[src/rtl/core/lpi_pkg.sv]
// Shared widths, types and helpers for the line/plane intersection block.
`timescale 1ns / 1ps
package lpi_pkg;
  localparam int C = 32;
  localparam int F = 16;
  localparam int PW = 2 * C + 1;
  localparam int SW = 2 * C + 3;
  localparam int DW = SW + F;
  localparam int RW = SW + 1;
  localparam int XW = RW + DW;
  localparam int AW = 5;

  localparam logic [AW-3:0] REG_PX = 3'd0;
  localparam logic [AW-3:0] REG_PY = 3'd1;
  localparam logic [AW-3:0] REG_PZ = 3'd2;
  localparam logic [AW-3:0] REG_NX = 3'd3;
  localparam logic [AW-3:0] REG_NY = 3'd4;
  localparam logic [AW-3:0] REG_NZ = 3'd5;

  localparam logic [C-1:0] RST_PZ = C'(6554);
  localparam logic [C-1:0] RST_NZ = C'(65536);

  typedef struct packed {
    logic [2:0][C-1:0] a;
    logic [2:0][C:0] d;
    logic neg;
    logic zero;
  } side_t;

  function automatic logic [C-1:0] sat_sum(logic [PW:0] s);
    logic [PW-C+1:0] top;
    top = s[PW:C-1];
    if ((&top) || !(|top)) return s[C-1:0];
    return s[PW] ? {1'b1, {(C-1){1'b0}}} : {1'b0, {(C-1){1'b1}}};
  endfunction
endpackage

[src/rtl/core/lpi_div_cell.sv]
// One restoring division cell: produces one quotient bit per transfer.
`timescale 1ns / 1ps
module lpi_div_cell import lpi_pkg::*; (
  input  logic clk,
  input  logic rst,
  input  logic in_valid,
  output logic in_ready,
  input  logic [XW-1:0] in_x,
  input  logic [RW-1:0] in_ud,
  input  side_t in_side,
  output logic out_valid,
  input  logic out_ready,
  output logic [XW-1:0] out_x,
  output logic [RW-1:0] out_ud,
  output side_t out_side
);
  logic [XW-1:0] s;
  logic [XW-1:0] x_next;

  always_comb begin
    s = {in_x[XW-2:0], 1'b0};
    x_next = s;
    if (s[XW-1:DW] >= in_ud) begin
      x_next[XW-1:DW] = s[XW-1:DW] - in_ud;
      x_next[0] = 1'b1;
    end
  end

  assign in_ready = !out_valid || out_ready;

  always_ff @(posedge clk) begin
    if (rst) begin
      out_valid <= 1'b0;
    end else if (in_ready) begin
      out_valid <= in_valid;
    end
    if (in_ready) begin
      out_x <= x_next;
      out_ud <= in_ud;
      out_side <= in_side;
    end
  end
endmodule

[config.mk]
export PLATFORM = sky130hd
export DESIGN_NAME = lpi_div_cell
export DESIGN_NICKNAME = d
export VERILOG_FILES = /design/src/rtl/core/lpi_pkg.sv /design/src/rtl/core/lpi_div_cell.sv
export SDC_FILE = /design/constraint.sdc
export NUM_CORES = 1
export LEC_CHECK = 0
export ABC_AREA = 0
export ABC_CLOCK_PERIOD_IN_PS = 15320
export BUFFER_PORTS_ARGS = -buffer_cell sky130_fd_sc_hd__buf_2
export CORE_AREA = 2 2 323 325
export CTS_CLUSTER_SIZE = 10
export DETAILED_ROUTE_END_ITERATION = 8
export DIE_AREA = 0 0 325 327
export HOLD_SLACK_MARGIN = 0.06
export PLACE_DENSITY_LB_ADDON = 0.12
export SYNTH_ARGS = -nofsm -noshare
export SYNTH_HDL_FRONTEND = slang
export SYNTH_SLANG_ARGS = --single-unit
[constraint.sdc]
create_clock -name clk -period 15.32 [get_ports clk]
set_input_delay 2.298 -clock clk [delete_from_list [all_inputs] [get_ports clk]]
set_output_delay 2.298 -clock clk [all_outputs]
set_load 0.01 [all_outputs]
Yosys cells after proc, flatten, opt, wreduce, memory -nomap -nowiden --
Index checks and enable logic that the tools add are counted.
Word-level totals: bits in registers 417, output and inout bits 418
Operators by class: $add $sub $neg 1, order comparisons 1, mux-type cells 2, reductions and logical operators 2
Operators by type and width (number):
- 68-bit greater-or-equal comparator | 1
- 68-bit 2-to-1 mux | 1
- 68-bit subtractor | 1
- 1-bit logical NOT | 1
- 1-bit logical OR | 1
- 1-bit 2-to-1 mux | 1

Longest topological paths before layout --
depth in word-level cells 2, depth in mapped cells 16

Worst setup path after synthesis --
No wires, ideal clock.
path type in2out, from in out_ready, to out in_ready, data arrival time 12.306 ns, data required time 13.022 ns, setup slack 0.716 ns, stages on the path 1, path buffers 0, cells stage by stage nand2b_1
On the way: longest elaborated chain between the ends 1
RTL lines:
- start: declaration | line lpi_div_cell.sv:12 | input logic out_ready,
- 1-bit logical OR | line lpi_div_cell.sv:29 | assign in_ready = !out_valid || out_ready;
- end: declaration | line lpi_div_cell.sv:7 | output logic in_ready,
Every way passes these cells.

Final worst setup path --
from in in_ud[0], to reg out_x[112], data pin
On the way: longest elaborated chain between the ends 2
RTL lines:
- start: declaration | line lpi_div_cell.sv:9 | input logic [RW-1:0] in_ud,
- 68-bit subtractor / 68-bit greater-or-equal comparator (equally long branches) | line lpi_div_cell.sv:24, lpi_div_cell.sv:23
- 68-bit 2-to-1 mux * | line lpi_div_cell.sv:23 | if (s[XW-1:DW] >= in_ud) begin
- via x_next[112] | line lpi_div_cell.sv:18 | logic [XW-1:0] x_next;
- end signal: assignment | line lpi_div_cell.sv:38 | out_x <= x_next;
- end: declaration | line lpi_div_cell.sv:13 | output logic [XW-1:0] out_x,
The timed path passes the listed nets; every way through them passes the cells marked *. A chain may end at the register's enable or synchronous reset.

==> results.cfg <==
[sta]
fin_crit_ns = 6.182
setup_viol_count_final = 0
finalMaxSlewViolations = 0
worstMarginPinSlew_ns = 0.9196
skew_ns = 0.02413
tns_ns = 0
rsz0062_at_grt = no
finalHoldViolations = 0
worst_hold_slack_ns = 1.215
timing.fmax_mhz = 161.8
post-route-period-util_pct = 40.35
slew_headroom_pct = 38.17

[clock_network]
postCtsSetupRepairBufs = 0
cts_sinks = 417
path_clk_slew_ns = 0.06
insertion_delay_ns = 0.65
cts_tree = yes
postCtsResizedCells = 0
clk_path_buf_depth = 3
clockRootBuffer = clkbuf_16
numCtsBuffers = 54
ctsHtreeMaxLevel = 2
cts_hold_buf = 0

[floorplan]
rows = 118
io_pins = 838
die_area_sq_mm = 0.1063
design.core.area_sq_mm = 0.1029
die_h_um = 327
die_x_um = 325
start_util_pct = 17.14

[finish]
final_cells = 3514
final-seq-area_sq_mm = 0.01251
fillers = 11050
final_common_cell = buf_2
multi_input_area_sq_mm = 0.004631
nets = 2585
mostFrequentLayoutCells = 836 x buf_2, 416 x edfxtp_1, 135 x a21oi_1
finalInstanceArea_sq_mm = 0.02511
syn2layout_area_growth_pct = 42.37
drive_above_1_share_pct = 44.41

[grt]
grt_pass1_vias = 14350
grt_pass1_wl_um = 113600
grt_antenna_before_repair = 61
grtUsageTotal_pct = 15.22
overflow = 0
grt_max_degree = 128

[synthesis]
ys_seq_area_share_pct = 70.95
synthCells = 1235
postSynthAreaPerCell_sq_um = 14.28
ys_types = 66
yosys_warnings = 0
ys_async_sr_fraction_pct = 0
yosys_most_used_dff = edfxtp_1
synth-seq-cells = 417
synth_edf_count = 416
syn-num-nets = 1724
syn_area_sq_mm = 0.01763

[critical_path]
path_buf_inv = 3
slowest_delay_ns = 0.81
crit_chain = buf_2, ha_1, inv_1, fa_1, a21o_1, a221o_1, a2111oi_4, o31ai_1, a21oi_2, o21ai_2, a21boi_1, o211ai_4, buf_4, mux2_2
crit_slowest_cell = o31ai_1
cp.required_ns = 15.69
crit_type = input port to flop
critPathArrivalTime_ns = 6.55
path_max_fanout = 67
critPathLaunchType = input port
endpoint_kind = flop
crit_family = compound AO/OA/AOI/OAI gates

[placed_design]
place.gp.congestion = 0.8730
port_buffers = 836
place_hpwl_um = 69610
dp.cells = 3420
placed_area_sq_mm = 0.02348

[detailed_routing]
antenna_left = 0
drcViolationCount = 0
wire_per_inst_um = 24.01
wl_um = 84360
firstDrtPassIters = 5
vias = 13850
first_iter_violations = 752
viasPerCell = 3.941

[status]
status = completed

[min_path]
min_path_type = flop to flop

[pwr]
leakage_uw = 0.01080
power_density_mw_per_mm2 = 124.3
total_power_uw = 3120
ir_drop_v = 0.00008189

[flow_run]
drv_cap = 0
[sequential cells by signal, summed over array words and instances, names as in the netlist]
signal / cells
out_x: 151
out_valid: 1
out_side: 197
out_ud: 68
[worst register-to-register path, stage by stage (launching register included)]
cell,delay (ns)
dfxtp_1,0.33
nand2b_4,0.67
buf_4,0.79
buf_4,0.77
[final timing paths]
kind	startpoint	to	slack [ns]	depth (start not counted)
worst max-delay path	in_ud[0]	out_x[112]	9.14	14
worst max register to register	out_valid	out_x[15]	12.35	3
worst min-delay path	out_valid	out_side[15]	1.22	1
worst min register to register	out_valid	out_side[15]	1.22	1
[power breakdown]
part	internal, uW	leakage [uW]	total (uW)	switching [uW]
Clock	685	0.000781	1200	516
Sequential	1370	0.00431	1400	25.5
Combinational	197	0.00571	522	325
[cell usage after synthesis, types with 12 or more instances]
cell type | n | share of area (%)
xnor2_1 | 37 | 1.8
nor2_1 | 94 | 2.0
inv_1 | 91 | 1.9
clkbuf_1 | 24 | 0.51
o21ai_0 | 51 | 1.4
a21oi_1 | 135 | 3.8
ha_1 | 68 | 4.8
edfxtp_1 | 416 | 71
nand2_1 | 56 | 1.2
a21o_1 | 31 | 1.3
o21bai_1 | 20 | 0.85
buf_2 | 12 | 0.34
mux2_2 | 16 | 1.0
xor2_1 | 26 | 1.3
nand4_1 | 30 | 1.1
[final cells by class]
type                       count  area share, %
inverter                      91          1.361
clock inverter                24         0.8074
clock buffer                  66          5.647
timing repair buffer         845          16.98
tap                         1380          6.878
antenna                        4        0.03987
multi-input combinational    687          18.45
sequential                   417          49.84
[kinds of logic (layout without fill, tap and decap cells)]
family,Yosys count,count (layout),share of synthesized area (%)
XOR/XNOR,63,63,3.129
adder cells (fa/ha/maj),69,69,4.938
AO/OA/AOI/OAI,307,307,10.89
AND/OR/NAND/NOR,231,231,6.123
multiplexers,17,17,1.086
flip-flops,417,417,70.95
other,0,4,0
buffers and inverters,131,1026,2.881
[stage by stage]
| stage | util [%] | setup WS (ns) |
|---|---|---|
| finish | 24.40 | 9.138 |
| global route | 24.39 | 8.937 |
| CTS | 24.39 | 9.154 |
| detailed placement | 22.81 | 8.469 |
| global placement | 22.81 | 8.447 |
| floorplan | - | 0.7159 |
[layer usage]
layer	global-route usage, %	wire [um]	vias to the layer above
met5	0	392	-
met4	4.277	2270	60
met3	7.630	9423	157
met2	27.27	42820	592
met1	15.55	29450	6684
li1	-	-	6355
(Power assumes the default switching activity.)
